## src/rtl/core/mwcrc_pkg.sv

```systemverilog
// shared types, register indexes and constants of the multi-width crc engine
package mwcrc_pkg;

	// register file geometry
	localparam int unsigned NumRegs   = 3;
	localparam int unsigned AddrWidth = 4;
	localparam int unsigned DataWidth = 32;

	// register indexes
	localparam logic [1:0] RegWidthMode  = 2'd0;
	localparam logic [1:0] RegPolynomial = 2'd1;
	localparam logic [1:0] RegInitValue  = 2'd2;

	// reset values
	localparam logic [1:0]  WidthModeReset  = 2'd0;
	localparam logic [15:0] PolynomialReset = 16'h0007;
	localparam logic [31:0] InitValueReset  = 32'h0000_0000;

	// width mode codes; bit 1 alone selects the reflected crc32 path
	localparam logic [1:0] ModeCrc8  = 2'd0;
	localparam logic [1:0] ModeCrc16 = 2'd1;

	// fixed reflected crc32 generator
	localparam logic [31:0] ReflectedPoly32Default = 32'hEDB8_8320;

	// msb of the crc8 and crc16 registers
	localparam logic [7:0]  Crc8Msb  = 8'h80;
	localparam logic [15:0] Crc16Msb = 16'h8000;

	// configuration seen by the datapath
	typedef struct packed {
		logic [1:0]  width_mode;
		logic [15:0] polynomial;
		logic [31:0] init_value;
	} cfg_t;

	// result of one byte update
	typedef struct packed {
		logic [31:0] crc_next;
		logic [31:0] crc_value;
		logic        crc_is_zero;
	} step_res_t;

endpackage

```

## src/rtl/core/mwcrc_regs.sv

```systemverilog
// apb configuration registers of the multi-width crc engine
module mwcrc_regs (
	input  logic                                clk,
	input  logic                                arst_n,
	input  logic                                psel,
	input  logic                                penable,
	input  logic                                pwrite,
	input  logic [mwcrc_pkg::AddrWidth-1:0]     paddr,
	input  logic [mwcrc_pkg::DataWidth-1:0]     pwdata,
	output logic [mwcrc_pkg::DataWidth-1:0]     prdata,
	output logic                                pready,
	output mwcrc_pkg::cfg_t                     cfg
);

	logic [1:0]  width_mode_q;
	logic [15:0] polynomial_q;
	logic [31:0] init_value_q;
	logic        wr_en;
	logic [1:0]  reg_idx;

	assign pready  = 1'b1;
	assign wr_en   = psel && penable && pwrite;
	assign reg_idx = paddr[3:2];

	// register writes on the access phase
	always_ff @(posedge clk or negedge arst_n) begin
		if (!arst_n) begin
			width_mode_q <= mwcrc_pkg::WidthModeReset;
			polynomial_q <= mwcrc_pkg::PolynomialReset;
			init_value_q <= mwcrc_pkg::InitValueReset;
		end else if (wr_en) begin
			unique case (reg_idx)
				mwcrc_pkg::RegWidthMode:  width_mode_q <= pwdata[1:0];
				mwcrc_pkg::RegPolynomial: polynomial_q <= pwdata[15:0];
				mwcrc_pkg::RegInitValue:  init_value_q <= pwdata;
				default: ;
			endcase
		end
	end

	// read mux
	always_comb begin
		unique case (reg_idx)
			mwcrc_pkg::RegWidthMode:  prdata = {30'd0, width_mode_q};
			mwcrc_pkg::RegPolynomial: prdata = {16'd0, polynomial_q};
			mwcrc_pkg::RegInitValue:  prdata = init_value_q;
			default:                  prdata = '0;
		endcase
	end

	assign cfg.width_mode = width_mode_q;
	assign cfg.polynomial = polynomial_q;
	assign cfg.init_value = init_value_q;

endmodule

```

## src/rtl/core/mwcrc_step.sv

```systemverilog
// one-byte crc update for the crc8, crc16 and reflected crc32 modes
module mwcrc_step #(
	parameter logic [31:0] REFLECTED_POLY_32 = mwcrc_pkg::ReflectedPoly32Default
) (
	input  mwcrc_pkg::cfg_t        cfg,
	input  logic [31:0]            crc_cur,
	input  logic [7:0]             data_byte,
	input  logic                   first_byte,
	output mwcrc_pkg::step_res_t   res
);

	logic [7:0]  c8;
	logic [15:0] c16;
	logic [31:0] c32;
	logic [31:0] stored;
	logic [31:0] shown;

	// crc8, msb first
	always_comb begin
		c8 = (first_byte ? cfg.init_value[7:0] : crc_cur[7:0]) ^ data_byte;
		for (int b = 0; b < 8; b++) begin
			if ((c8 & mwcrc_pkg::Crc8Msb) != 8'd0)
				c8 = (c8 << 1) ^ cfg.polynomial[7:0];
			else
				c8 = c8 << 1;
		end
	end

	// crc16, msb first
	always_comb begin
		c16 = (first_byte ? cfg.init_value[15:0] : crc_cur[15:0]) ^ {data_byte, 8'd0};
		for (int b = 0; b < 8; b++) begin
			if ((c16 & mwcrc_pkg::Crc16Msb) != 16'd0)
				c16 = (c16 << 1) ^ cfg.polynomial;
			else
				c16 = c16 << 1;
		end
	end

	// crc32, reflected, inverted start
	always_comb begin
		c32 = (first_byte ? ~cfg.init_value : crc_cur) ^ {24'd0, data_byte};
		for (int b = 0; b < 8; b++) begin
			if (c32[0])
				c32 = (c32 >> 1) ^ REFLECTED_POLY_32;
			else
				c32 = c32 >> 1;
		end
	end

	// mode select; stored value masked to the mode width
	always_comb begin
		priority if (cfg.width_mode[1]) begin
			stored = c32;
			shown  = ~c32;
		end else if (cfg.width_mode == mwcrc_pkg::ModeCrc16) begin
			stored = {16'd0, c16};
			shown  = {16'd0, c16};
		end else begin
			stored = {24'd0, c8};
			shown  = {24'd0, c8};
		end
	end

	assign res.crc_next    = stored;
	assign res.crc_value   = shown;
	assign res.crc_is_zero = (shown == 32'd0);

endmodule

```

## src/rtl/core/multi_width_crc_engine_core.sv

```systemverilog
// top level of the multi-width crc engine
// Byte-stream CRC engine: one message byte per transaction in, one result per
// byte out, carrying the running CRC in final form, a zero flag for verify and
// a copy of the last-byte marker. Modes: crc8 and crc16 msb-first with the
// programmed polynomial and init value, crc32 reflected with a fixed generator
// (inverted start and output); width_mode 3 acts as crc32. A byte passes from
// acceptance to result through an input register, then the eight-bit
// unrolled XOR update into the result register and the CRC register. A new
// byte is taken every cycle while results are drained; the CRC register feeds
// back into the update. Program registers only with no byte in flight.
module multi_width_crc_engine_core #(
	parameter logic [31:0] REFLECTED_POLY_32 = mwcrc_pkg::ReflectedPoly32Default
) (
	input  logic                                clk,
	input  logic                                arst_n,
	// apb configuration port
	input  logic                                psel,
	input  logic                                penable,
	input  logic                                pwrite,
	input  logic [mwcrc_pkg::AddrWidth-1:0]     paddr,
	input  logic [mwcrc_pkg::DataWidth-1:0]     pwdata,
	output logic [mwcrc_pkg::DataWidth-1:0]     prdata,
	output logic                                pready,
	// byte input channel
	input  logic                                in_valid,
	output logic                                in_ready,
	input  logic [7:0]                          data_byte,
	input  logic                                first_byte,
	input  logic                                last_byte,
	// result channel
	output logic                                out_valid,
	input  logic                                out_ready,
	output logic [31:0]                         crc_value,
	output logic                                crc_is_zero,
	output logic                                message_end
);

	mwcrc_pkg::cfg_t      cfg;
	mwcrc_pkg::step_res_t res;

	logic        valid_s1;
	logic [7:0]  data_s1;
	logic        first_s1;
	logic        last_s1;
	logic        valid_s2;
	logic [31:0] crc_value_s2;
	logic        crc_is_zero_s2;
	logic        message_end_s2;
	logic [31:0] crc_q;
	logic        advance;

	mwcrc_regs u_regs (
		.clk     (clk),
		.arst_n  (arst_n),
		.psel    (psel),
		.penable (penable),
		.pwrite  (pwrite),
		.paddr   (paddr),
		.pwdata  (pwdata),
		.prdata  (prdata),
		.pready  (pready),
		.cfg     (cfg)
	);

	mwcrc_step #(
		.REFLECTED_POLY_32 (REFLECTED_POLY_32)
	) u_step (
		.cfg        (cfg),
		.crc_cur    (crc_q),
		.data_byte  (data_s1),
		.first_byte (first_s1),
		.res        (res)
	);

	// handshake: stage 1 moves on when the result slot is free or draining
	assign advance  = valid_s1 && (!valid_s2 || out_ready);
	assign in_ready = !valid_s1 || advance;

	// input register valid
	always_ff @(posedge clk or negedge arst_n) begin
		if (!arst_n) begin
			valid_s1 <= 1'b0;
		end else if (in_ready) begin
			valid_s1 <= in_valid;
		end
	end

	// input register payload
	always_ff @(posedge clk) begin
		if (in_ready && in_valid) begin
			data_s1  <= data_byte;
			first_s1 <= first_byte;
			last_s1  <= last_byte;
		end
	end

	// result register valid
	always_ff @(posedge clk or negedge arst_n) begin
		if (!arst_n) begin
			valid_s2 <= 1'b0;
		end else if (!valid_s2 || out_ready) begin
			valid_s2 <= valid_s1;
		end
	end

	// result register payload
	always_ff @(posedge clk) begin
		if (advance) begin
			crc_value_s2   <= res.crc_value;
			crc_is_zero_s2 <= res.crc_is_zero;
			message_end_s2 <= last_s1;
		end
	end

	// running crc register
	always_ff @(posedge clk or negedge arst_n) begin
		if (!arst_n) begin
			crc_q <= 32'd0;
		end else if (advance) begin
			crc_q <= res.crc_next;
		end
	end

	assign out_valid   = valid_s2;
	assign crc_value   = crc_value_s2;
	assign crc_is_zero = crc_is_zero_s2;
	assign message_end = message_end_s2;

	// zero flag agrees with the value it describes
	a_zero_flag: assert property (@(posedge clk) disable iff (!arst_n)
		valid_s2 |-> (crc_is_zero_s2 == (crc_value_s2 == 32'd0)))
		else $error("crc_is_zero disagrees with crc_value");

	// msb-first modes leave the upper crc bits clear
	a_crc_mask: assert property (@(posedge clk) disable iff (!arst_n)
		(advance && !cfg.width_mode[1]) |=> (crc_q[31:16] == 16'd0))
		else $error("crc register not masked in msb-first mode");

	// a held byte in stage 1 blocks new input
	a_no_overrun: assert property (@(posedge clk) disable iff (!arst_n)
		(valid_s1 && !advance) |-> !in_ready)
		else $error("input accepted over a stalled byte");

	// a result only appears after a byte sat in stage 1
	a_result_source: assert property (@(posedge clk) disable iff (!arst_n)
		$rose(valid_s2) |-> $past(valid_s1))
		else $error("result produced without a byte");

endmodule
```

## config.mk

```make
export PLATFORM = sky130hd
export DESIGN_NAME = multi_width_crc_engine_core
export DESIGN_NICKNAME = d
export VERILOG_FILES = /design/src/rtl/core/mwcrc_pkg.sv /design/src/rtl/core/mwcrc_regs.sv /design/src/rtl/core/mwcrc_step.sv /design/src/rtl/core/multi_width_crc_engine_core.sv
export SDC_FILE = /design/constraint.sdc
export NUM_CORES = 1
export LEC_CHECK = 0
export ABC_AREA = 1
export BUFFER_PORTS_ARGS = -buffer_cell sky130_fd_sc_hd__buf_2
export CAP_MARGIN = 10
export CORE_MARGIN = 2
export CORE_UTILIZATION = 60
export DETAILED_ROUTE_END_ITERATION = 8
export PLACE_DENSITY_LB_ADDON = 0.12
export SYNTH_ARGS = -nofsm -noshare
export SYNTH_HDL_FRONTEND = slang
export SYNTH_SLANG_ARGS = --single-unit
```

## constraint.sdc

```tcl
create_clock -name clk -period 10.95 [get_ports clk]
set_clock_uncertainty 0.05 [all_clocks]
set_input_delay 2.19 -clock clk [delete_from_list [all_inputs] [get_ports clk]]
set_output_delay 2.19 -clock clk [all_outputs]
set_load 0.05 [all_outputs]
```

==> summary.md, run 1 <==
| Metric | Value |
|---|---|
| Die area | `0.0191 mm²` |
| Yosys reg bits | `128` |
| Hold-fix buffers, CTS | `0` |
| Worst Path Required | `11190 ps` |
| DR vias/cell | `5.59` |
| YS warnings | `0` |
| RD Place Congestion | `0.942` |
| Synth Net Count | `1615` |
| Rows | `49` |
| Core area | `0.0178 mm²` |
| Post-DRT Antenna Nets | `0` |
| H-tree levels | `4` |
| Area grow syn2layout | `9.94%` |
| Synth async-reset ratio | `65.6%` |
| DP HPWL | `23.0 mm` |
| Vias | `10500` |
| Clk root buf | `clkbuf_16` |
| Number of buffers added on ports | `118` |
| RSZ-0062 raised after global routing | `no` |
| Initial antenna violation count | `1` |
| Cell area after synthesis | `0.0108 mm²` |
| Register area share after synthesis | `31.7%` |
| Clock sink count | `128` |
| Worst setup EP type | `register` |
| Non-filler cells, final | `1872` |
| DR pass1 iterations | `7` |
| Cts bufs inserted | `17` |
| Critical path class | `reg -> reg` |
| CTS tree | `done` |
| Nets | `1683` |
| Post-synth EDFFs | `44` |
| Worst skew pair latency | `430 ps` |
| Commonest cells after routing, fill and taps aside | `nand2_1 (519), nand3_1 (176), inv_1 (163), buf_2 (117), nor2_1 (103)` |
| Commonest non-fill, non-tap cell in the layout | `nand2_1` |
| Max transition margin | `22.5%` |
| Starting Density | `60.5%` |
| Initial DRC count | `1176` |
| Synth Instances | `1562` |
| Postcts setup bufs | `0` |
| Area leader, netlist | `dfrtp_1` |
| Largest net degree at the start of global routing | `85` |
| CP most frequent cell | `nand2_1` |
| First-pass GRT wire length | `50.4 mm` |
| Filler Cells Inserted | `1593` |
| Synth cell types | `48` |
| Worst Hold Class | `reg -> reg` |
| Slew Limit Fails | `0` |
| Final period utilization | `59.8%` |
| Vias in the first global route | `9425` |
| Ant. Diodes | `0` |
| Crit path largest cell delay | `630 ps` |
| Die height | `138 µm` |
| Ys flop type | `dfrtp_1` |
| Critical Path AT | `6790 ps` |
| Final number of hold-violating endpoints | `0` |
| Status | `finished clean` |
| Crit-path slowest cell | `nand2_1` |
| Post-CTS sizing | `0` |
| GRT overflow | `0` |
| Clock slew at reported path FFs | `60 ps` |
| Peak Freq | `153 MHz` |
| Share of cells above drive strength 1 | `15.6%` |
| Total wire length | `32.0 mm` |
| Worst Path Max Fanout | `55` |
| Io pins | `122` |
| Total GRT Usage | `33.6%` |
| Post-Place Cells | `1840` |
| Worst-Margin Slew | `1160 ps` |
| Clk buf depth | `2` |
| Top cells by area, synth | `dfrtp_1 (19%), nand2_1 (18%), edfxtp_1 (12%)` |
| Maxcap violations | `0` |
| Die X-Extent | `138 µm` |
| Final min period | `6550 ps` |
| Mean Syn Cell Area | `6.92 µm²` |
| Setup TNS | `0 ps` |
| Residual DRC count | `0` |
| Wirelength per Cell | `17.1 µm` |
| Final setup vio count | `0` |
| CP Launch Type | `register` |
| Post-synth top area share | `18.8%` |
-- cell families (layout without fill, tap and decap cells) --
family	Yosys count	after routing	synth area share, %
AOI/OAI and AO/OA	147	147	7.87
xor gates and xnor gates	152	152	14.0
buffers and inverters	256	337	10.6
DFF	128	128	31.7
other	1	1	0.0347
and+or+nand+nor	878	878	35.8
-- critical path, delay by kind of cell (launching register included) --
family	cells	cell delay [ps]
and+or+nand+nor	27	5070
DFF	1	320
buffers and inverters	4	950
-- state kept, by name, indices dropped and copies added (netlist names) --
register	cells
crc_is_zero	1
out_valid	1
u_regs.width_mode_q	2
data_s1	8
message_end	1
crc_q	32
crc_value	32
valid_s1	1
u_regs.polynomial_q	16
u_regs.init_value_q	32
last_s1	1
first_s1	1
-- layer usage --
layer  track usage [%]  wire length (µm)
met1              48.8             13800
met2              50.1             13700
met3              6.06              3390
met4              13.3              1110
met5                 0                 0
-- cells in the mapped netlist (13+ instances only) --
library cell and number:
o22ai_1 14, o21ai_0 100, buf_6 18, xor2_1 86, o221ai_1 13, clkbuf_1 36, nor2_1 104, nand3_1 176
xnor2_1 52, dfrtp_1 81, inv_1 163, buf_2 15, nand2_2 24, edfxtp_1 44, nand2_1 519
-- stage by stage --
stage	hold WS [ps]	util (%)	setup WS, ps	cell area [µm²]
after CTS	370	66.6	4590	11900
after detailed placement	355	63.2	4610	11300
after floorplan	350	-	5110	10800
final	369	66.6	4400	11900
after global placement	353	63.2	4750	11300
after global routing	374	66.6	3900	11900
-- worst paths after layout --
kind                       slack, ps  startpoint                      end  cells after the start
min in group asynchronous       1910      arst_n                crc_q[16]                      1
max in group asynchronous       8200      arst_n  u_regs.init_value_q[10]                      1
hold / removal                   370     last_s1              message_end                      0
setup reg to reg                4400    first_s1              crc_is_zero                     31
hold reg to reg                  370     last_s1              message_end                      0
setup / recovery                4400    first_s1              crc_is_zero                     31
-- cell type report --
type                       count  area (µm²)  area share, %
tap                          229         287           2.41
sequential                   128        3430           28.9
multi-input combinational   1178        6240           52.6
timing repair buffer         126         653           5.50
inverter                     179         674           5.68
clock inverter                11        88.8          0.748
clock buffer                  21         503           4.24
Power of run 1 is left out: the tool's default activity adds up to more than one toggle a clock period on the data nets, which glitch-free logic cannot reach.
==> inputs of run 2 (changes only) <==
ABC_AREA = 0   (was 1)
CORE_UTILIZATION = 55   (was 60)
clock period = 5.5 ns   (was 10.95 ns; I/O delays follow)
==> run 2 against run 1 <==
Against the previous run: via count fell by 3.4%; wire length rose by 4.6%; core utilization rose by 2.4 points; setup slack got worse by 4300 ps; cell count fell by 9.3%; critical path type unchanged; synthesized cell count fell by 21%; worst hold slack improved by 16 ps; first-iteration DRC count fell by 24%; non-clock buffer count rose by 136; clock-buffer cell count fell by 3.
==> summary.md, run 2 <==
| Metric | Value |
|---|---|
| Status | `finished clean` |
| CP startpoint | `first_s1` |
| Worst Path Required | `5680 ps (-5510 ps)` |
| WHS Endpoint | `message_end` |
| Synth cell types | `89 (+85%)` |
| Filler Cells Inserted | `1565 (-1.8%)` |
| Worst Path Max Fanout | `9 (-84%)` |
| Met3 WL | `2.87 mm (-15%)` |
| Post-synth top area share | `18.9% (+0.10 points)` |
| Ant. Diodes | `0 (unchanged)` |
| Crit-path slowest cell | `xnor3_1` |
| Post-placement setup slack | `-201 ps (-4810 ps)` |
| Yosys reg bits | `128 (unchanged)` |
| Cell family with most CP delay | `simple AND/OR/NAND/NOR gates` |
| H-tree levels | `4 (unchanged)` |
| GRT overflow | `0 (unchanged)` |
| DP HPWL | `23.9 mm (+4.0%)` |
| Internal reg-to-reg setup slack | `100 ps (-4300 ps)` |
| Maxcap violations | `0 (unchanged)` |
| Final setup vio count | `0 (unchanged)` |
| First-pass GRT wire length | `51.2 mm (+1.5%)` |
| Ys flop type | `dfrtp_1` |
| Synth Net Count | `1281 (-21%)` |
| RD Place Congestion | `0.946 (+0.44%)` |
| Worst setup margin | `101 ps (-4300 ps)` |
| Area grow syn2layout | `24.1%` |
| Crit path largest cell delay | `460 ps (-170 ps)` |
| Final number of hold-violating endpoints | `0 (unchanged)` |
| Hold path start | `last_s1` |
| Commonest cells after routing, fill and taps aside | `nand2_1 (187), xnor2_1 (165), buf_4 (135), buf_2 (117), dfrtp_1 (81)` |
| Most common cell in the netlist | `nand2_1` |
| Critical Path Stages | `22 (-29%)` |
| Final period utilization | `98.2% (+38 points)` |
| Post-synth EDFFs | `44 (unchanged)` |
| WL met2 | `15.3 mm (+12%)` |
| Final min period | `5400 ps (-1150 ps)` |
| Wirelength per Cell | `19.7 µm (+15%)` |
| Hold-fix buffers, CTS | `0 (unchanged)` |
| CP Buf/Inv Count | `6 (+2)` |
| Hold Path Depth | `0 (unchanged)` |
| Die area | `0.0207 mm² (+8.3%)` |
| CTS tree | `done` |
| Rows | `51 (+4.1%)` |
| CP Launch Type | `register` |
| Max transition margin | `36.1% (+14 points)` |
| DR vias/cell | `5.95 (+6.5%)` |
| Mean Syn Cell Area | `8.75 µm² (+27%)` |
| Worst setup EP type | `register` |
| Slew Limit Fails | `0 (unchanged)` |
| Clock sink count | `128 (unchanged)` |
| Number of buffers added on ports | `118 (unchanged)` |
| Largest net degree at the start of global routing | `55 (-35%)` |
| Cells along the critical path | `buf_6 -> buf_4 -> inv_1 -> buf_6 -> a21boi_4 -> xnor2_2 -> xnor3_1 -> o21ai_0 -> buf_4 -> nand3_1 -> nand4_1 -> nor2b_2 -> xnor3_1 -> nor2_2 -> xnor3_2 -> nand2b_1 -> a32o_1 -> or3b_4 -> nor4_4 -> buf_4 -> nand4bb_4 -> nor4_4` |
| Top cells by area, synth | `dfrtp_1 (19%), xnor2_1 (14%), edfxtp_1 (12%)` |
| Peak Freq | `185 MHz (+21%)` |
| Vias in the first global route | `9377 (-0.51%)` |
| Io pins | `122 (unchanged)` |
| Met1 WL | `14.4 mm (+4.1%)` |
| YS warnings | `0 (unchanged)` |
| Clk root buf | `clkbuf_16` |
| Residual DRC count | `0 (unchanged)` |
| Die height | `144 µm (+4.0%)` |
| Post-synth top cells | `nand2_1 (187), xnor2_1 (174), o21ai_0 (82)` |
| Worst skew pair latency | `420 ps (about the same)` |
| Top Metal Used | `met4` |
| Cell area after synthesis | `0.0107 mm² (-0.53%)` |
| Nets | `1473 (-12%)` |
| Synth Instances | `1228 (-21%)` |
| Commonest non-fill, non-tap cell in the layout | `nand2_1` |
| Area leader, netlist | `dfrtp_1` |
| Synth async-reset ratio | `65.6% (unchanged)` |
| Cts bufs inserted | `17 (unchanged)` |
| Vias | `10100 (-3.4%)` |
| Share of cells above drive strength 1 | `29.8% (+14 points)` |
| Total wire length | `33.5 mm (+4.6%)` |
| Starting Density | `55.6% (-5.0 points)` |
| Initial antenna violation count | `1 (unchanged)` |
| Total GRT Usage | `32.0% (-1.6 points)` |
| Critical path class | `reg -> reg` |
| Critical Path AT | `5580 ps (-1210 ps)` |
| Worst Hold Class | `reg -> reg` |
| Reg2reg end | `crc_is_zero` |
| CP most frequent cell | `buf_4` |
| Register area share after synthesis | `31.9% (+0.17 points)` |
| Post-DRT Antenna Nets | `0 (unchanged)` |
| DR pass1 iterations | `5 (-2)` |
| Clock slew at reported path FFs | `70 ps (about the same)` |
| Worst reg2reg startpoint | `first_s1` |
| Core area | `0.0193 mm² (+8.4%)` |
| Initial DRC count | `891 (-24%)` |
| Worst Reg2Reg Path Length in Cells | `22 (-29%)` |
| Die X-Extent | `144 µm (+4.0%)` |
| Clk buf depth | `2 (unchanged)` |
| Worst-Margin Slew | `956 ps (-204 ps)` |
-- run 2: cell count changes after synthesis, moves of 18 or more --
| cell | delta |
|---|---|
| a21oi_1 | +46 |
| nand2_1 | -332 |
| xor2_1 | -53 |
| o21ai_0 | -18 |
| nor2_1 | -23 |
| nand2_2 | -24 |
| a22o_1 | +20 |
| inv_1 | -142 |
| xnor2_1 | +122 |
| nand3_1 | -159 |
| mux2_2 | +49 |
| and2_1 | +28 |
| mux2i_1 | +25 |
| clkbuf_1 | +35 |
-- run 2: worst max path at each step --
stage                  end
3_5_place_dp   crc_is_zero
2_1_floorplan  crc_is_zero
6_report       crc_is_zero
3_3_place_gp   crc_is_zero
5_1_grt        crc_is_zero
4_1_cts        crc_is_zero
-- run 2: final cells by class --
cell class	count	area [µm²]	share of cell area (%)
Clock buffer	18	429	3.22
Multi-Input combinational cell	985	7240	54.3
Timing Repair Buffer	262	1710	12.8
Clock inverter	14	95.1	0.713
Tap cell	265	332	2.49
Sequential cell	128	3430	25.7
Inverter	26	97.6	0.732
-- run 2: what timing repair did --
item | 4_1_cts | 5_1_grt
hold endpoints to repair | 0 | 0
gates resized for setup | 12 | 71
buffers inserted | 2 | 11
setup endpoints to repair | 1 | 1
pin swaps | 1 | 25
-- run 2: metrics by stage --
stage               TNS (ps)  util [%]  instances  hold WS, ps  instance area, µm²
global route            -120      69.0       1698          405               13300
global placement       -6.19      63.6       1653          353               12300
CTS                        0      66.7       1687          389               12900
detailed placement      -201      63.6       1653          369               12300
floorplan                  0         -       1228          350               10700
finish                     0      69.0       1698          385               13300
-- run 2: worst register-to-register path, delay by kind of cell, from the launching register on --
family,cells,cell delay [ps]
AND/OR/NAND/NOR,9,1810
XOR/XNOR,4,1420
buffers and inverters,6,950
AO/OA/AOI/OAI,3,560
flip-flops,1,450
-- run 2: kinds of logic (layout without fill, tap and decap cells) --
| kind of cell | count (synthesis) | count (layout) | synth area share (%) |
|---|---|---|---|
| flops | 128 | 128 | 31.9 |
| simple gates | 401 | 401 | 17.4 |
| xor+xnor | 227 | 227 | 20.8 |
| buf+inv | 115 | 320 | 4.32 |
| compound gates | 277 | 277 | 17.4 |
| other cells | 1 | 1 | 0.0349 |
| mux | 79 | 79 | 8.19 |
-- run 2: layer usage --
| layer | global-route usage, % | vias to the layer above |
|---|---|---|
| met5 | 0 | - |
| met4 | 9.60 | 0 |
| met3 | 5.63 | 69 |
| met2 | 49.9 | 487 |
| met1 | 45.6 | 4879 |
| li1 | - | 4669 |
Power of run 2 is left out for the same reason.
==> inputs of run 3 (changes only) <==
SETUP_SLACK_MARGIN = 0.2   (was not set)
==> run 3 against run 2 <==
Against the previous run: global-route usage grew 0.39 points; fmax is 1.2% lower; first-iteration DRC count increased by 13%; critical path type unchanged.
==> summary.md, run 3 (synthesis results as in run 2) <==
| Metric | Value |
|---|---|
| H-tree levels | `4 (unchanged)` |
| Initial DRC count | `1005 (+13%)` |
| Maxcap violations | `0 (unchanged)` |
| CP Buf/Inv Count | `7 (+1)` |
| Clock slew at reported path FFs | `60 ps (about the same)` |
| Residual DRC count | `0 (unchanged)` |
| Ant. Diodes | `0 (unchanged)` |
| Worst skew pair latency | `420 ps (about the same)` |
| Share of cells above drive strength 1 | `29.9% (+0.091 points)` |
| Critical Path Stages | `24 (+9.1%)` |
| Worst Path Max Fanout | `6 (-3)` |
| Worst Hold Class | `reg -> reg` |
| Total wire length | `33.5 mm (+0.16%)` |
| Clk root buf | `clkbuf_16` |
| Io pins | `122 (unchanged)` |
| Post-DRT Antenna Nets | `0 (unchanged)` |
| Cell family with most CP delay | `buffers and inverters` |
| RSZ-0062 raised after global routing | `yes` |
| RD Place Congestion | `0.946 (unchanged)` |
| Hold-fix buffers, CTS | `0 (unchanged)` |
| Crit-path slowest cell | `xnor3_2` |
| CP startpoint | `first_s1` |
| Area grow syn2layout | `24.6%` |
| Die X-Extent | `144 µm (unchanged)` |
| Status | `finished clean` |
| Worst Path Required | `5680 ps (about the same)` |
| Commonest cells after routing, fill and taps aside | `nand2_1 (187), xnor2_1 (165), buf_4 (132), buf_2 (117), dfrtp_1 (81)` |
| Starting Density | `55.6% (unchanged)` |
| Die area | `0.0207 mm² (unchanged)` |
| Final period utilization | `99.3% (+1.2 points)` |
| Final min period | `5460 ps (+65.1 ps)` |
| Core area | `0.0193 mm² (unchanged)` |
| Worst-Margin Slew | `1130 ps (+178 ps)` |
| Worst setup EP type | `register` |
| Initial antenna violation count | `1 (unchanged)` |
| Die height | `144 µm (unchanged)` |
| Max transition margin | `24.1% (-12 points)` |
| Crit path largest cell delay | `420 ps (-40 ps)` |
| Rows | `51 (unchanged)` |
| GRT overflow | `0 (unchanged)` |
| Worst Reg2Reg Path Length in Cells | `24 (+9.1%)` |
| Crit path capture | `crc_is_zero` |
| Vias | `10100 (+0.33%)` |
| Nets | `1472 (-0.068%)` |
| Total GRT Usage | `32.4% (+0.39 points)` |
| DR vias/cell | `5.97 (+0.39%)` |
| DP HPWL | `23.9 mm (unchanged)` |
| Slew Limit Fails | `0 (unchanged)` |
| Clock sink count | `128 (unchanged)` |
| CP most frequent cell | `buf_4` |
| Internal reg-to-reg setup slack | `40 ps (-70 ps)` |
| Worst reg2reg startpoint | `first_s1` |
| Peak Freq | `183 MHz (-1.2%)` |
| Cells along the critical path | `buf_6 -> mux2i_4 -> buf_6 -> xor2_1 -> buf_4 -> nand4_1 -> a21oi_4 -> nor2_1 -> xnor3_2 -> mux2_2 -> a211oi_4 -> buf_4 -> a2111oi_4 -> buf_4 -> o21ai_2 -> xnor3_1 -> and3_1 -> o21ai_1 -> buf_4 -> o2111ai_4 -> nor4_4 -> buf_4 -> nand4bb_4 -> nor4_4` |
| Final number of hold-violating endpoints | `0 (unchanged)` |
| Largest net degree at the start of global routing | `55 (unchanged)` |
| Critical Path AT | `5650 ps (+70 ps)` |
| Vias in the first global route | `9452 (+0.80%)` |
| CTS tree | `done` |
| Final instance area | `0.0134 mm² (+0.38%)` |
| Wirelength per Cell | `19.7 µm (+0.22%)` |
| Reg2reg end | `crc_is_zero` |
| First-pass GRT wire length | `51.8 mm (+1.1%)` |
| DR pass1 iterations | `5 (unchanged)` |
| Critical path class | `reg -> reg` |
| Post-DP Area | `0.0123 mm² (unchanged)` |
| Final setup vio count | `0 (unchanged)` |
| CP Launch Type | `register` |
| Number of buffers added on ports | `118 (unchanged)` |
| Clk buf depth | `2 (unchanged)` |
| Commonest non-fill, non-tap cell in the layout | `nand2_1` |
| Cts bufs inserted | `17 (unchanged)` |
| Hold Path Depth | `0 (unchanged)` |
## run 3: how the worst min path moves through the flow
| stage | from | to |
|---|---|---|
| after floorplan | last_s1 | message_end |
| after global placement | last_s1 | message_end |
| after detailed placement | last_s1 | message_end |
| after CTS | last_s1 | message_end |
| after global routing | last_s1 | message_end |
| final | last_s1 | message_end |
## run 3: area by class of cell
| class | instances | area [µm²] |
|---|---|---|
| flip-flops and latches | 128 | 3430 |
| repair buffers | 261 | 1720 |
| multi-input cells | 985 | 7280 |
| well taps | 265 | 332 |
| inverters | 26 | 97.6 |
| clock inverters | 14 | 95.1 |
| clock buffers | 18 | 429 |
| fillers | 1551 | 5950 |
## run 3: metrics by stage
stage	hold slack [ps]	setup slack (ps)	std cells	TNS (ps)	util, %
2_1_floorplan	350	545	1228	0	-
3_3_place_gp	353	-6.19	1653	-6.19	63.6
3_5_place_dp	369	-201	1653	-201	63.6
4_1_cts	389	202	1688	0	67.2
5_1_grt	406	-178	1697	-178	69.2
6_report	385	36.3	1697	0	69.2
## run 3: routing by layer
| metal | up-vias | wire length (µm) | track usage [%] |
|---|---|---|---|
| met2 | 519 | 15300 | 50.6 |
| met3 | 68 | 2880 | 5.93 |
| met4 | 2 | 845 | 9.55 |
| met5 | - | 13 | 0 |
| li1 | 4671 | - | - |
| met1 | 4877 | 14400 | 46.0 |
## run 3: what timing repair did
item / in CTS / in global routing
hold endpoints to repair: 0 / 0
resized for setup: 29 / 63
endpoints found under the setup margin: 1 / 8
buffers inserted: 3 / 9
pin swaps: 10 / 26
Power of run 3 is left out for the same reason.
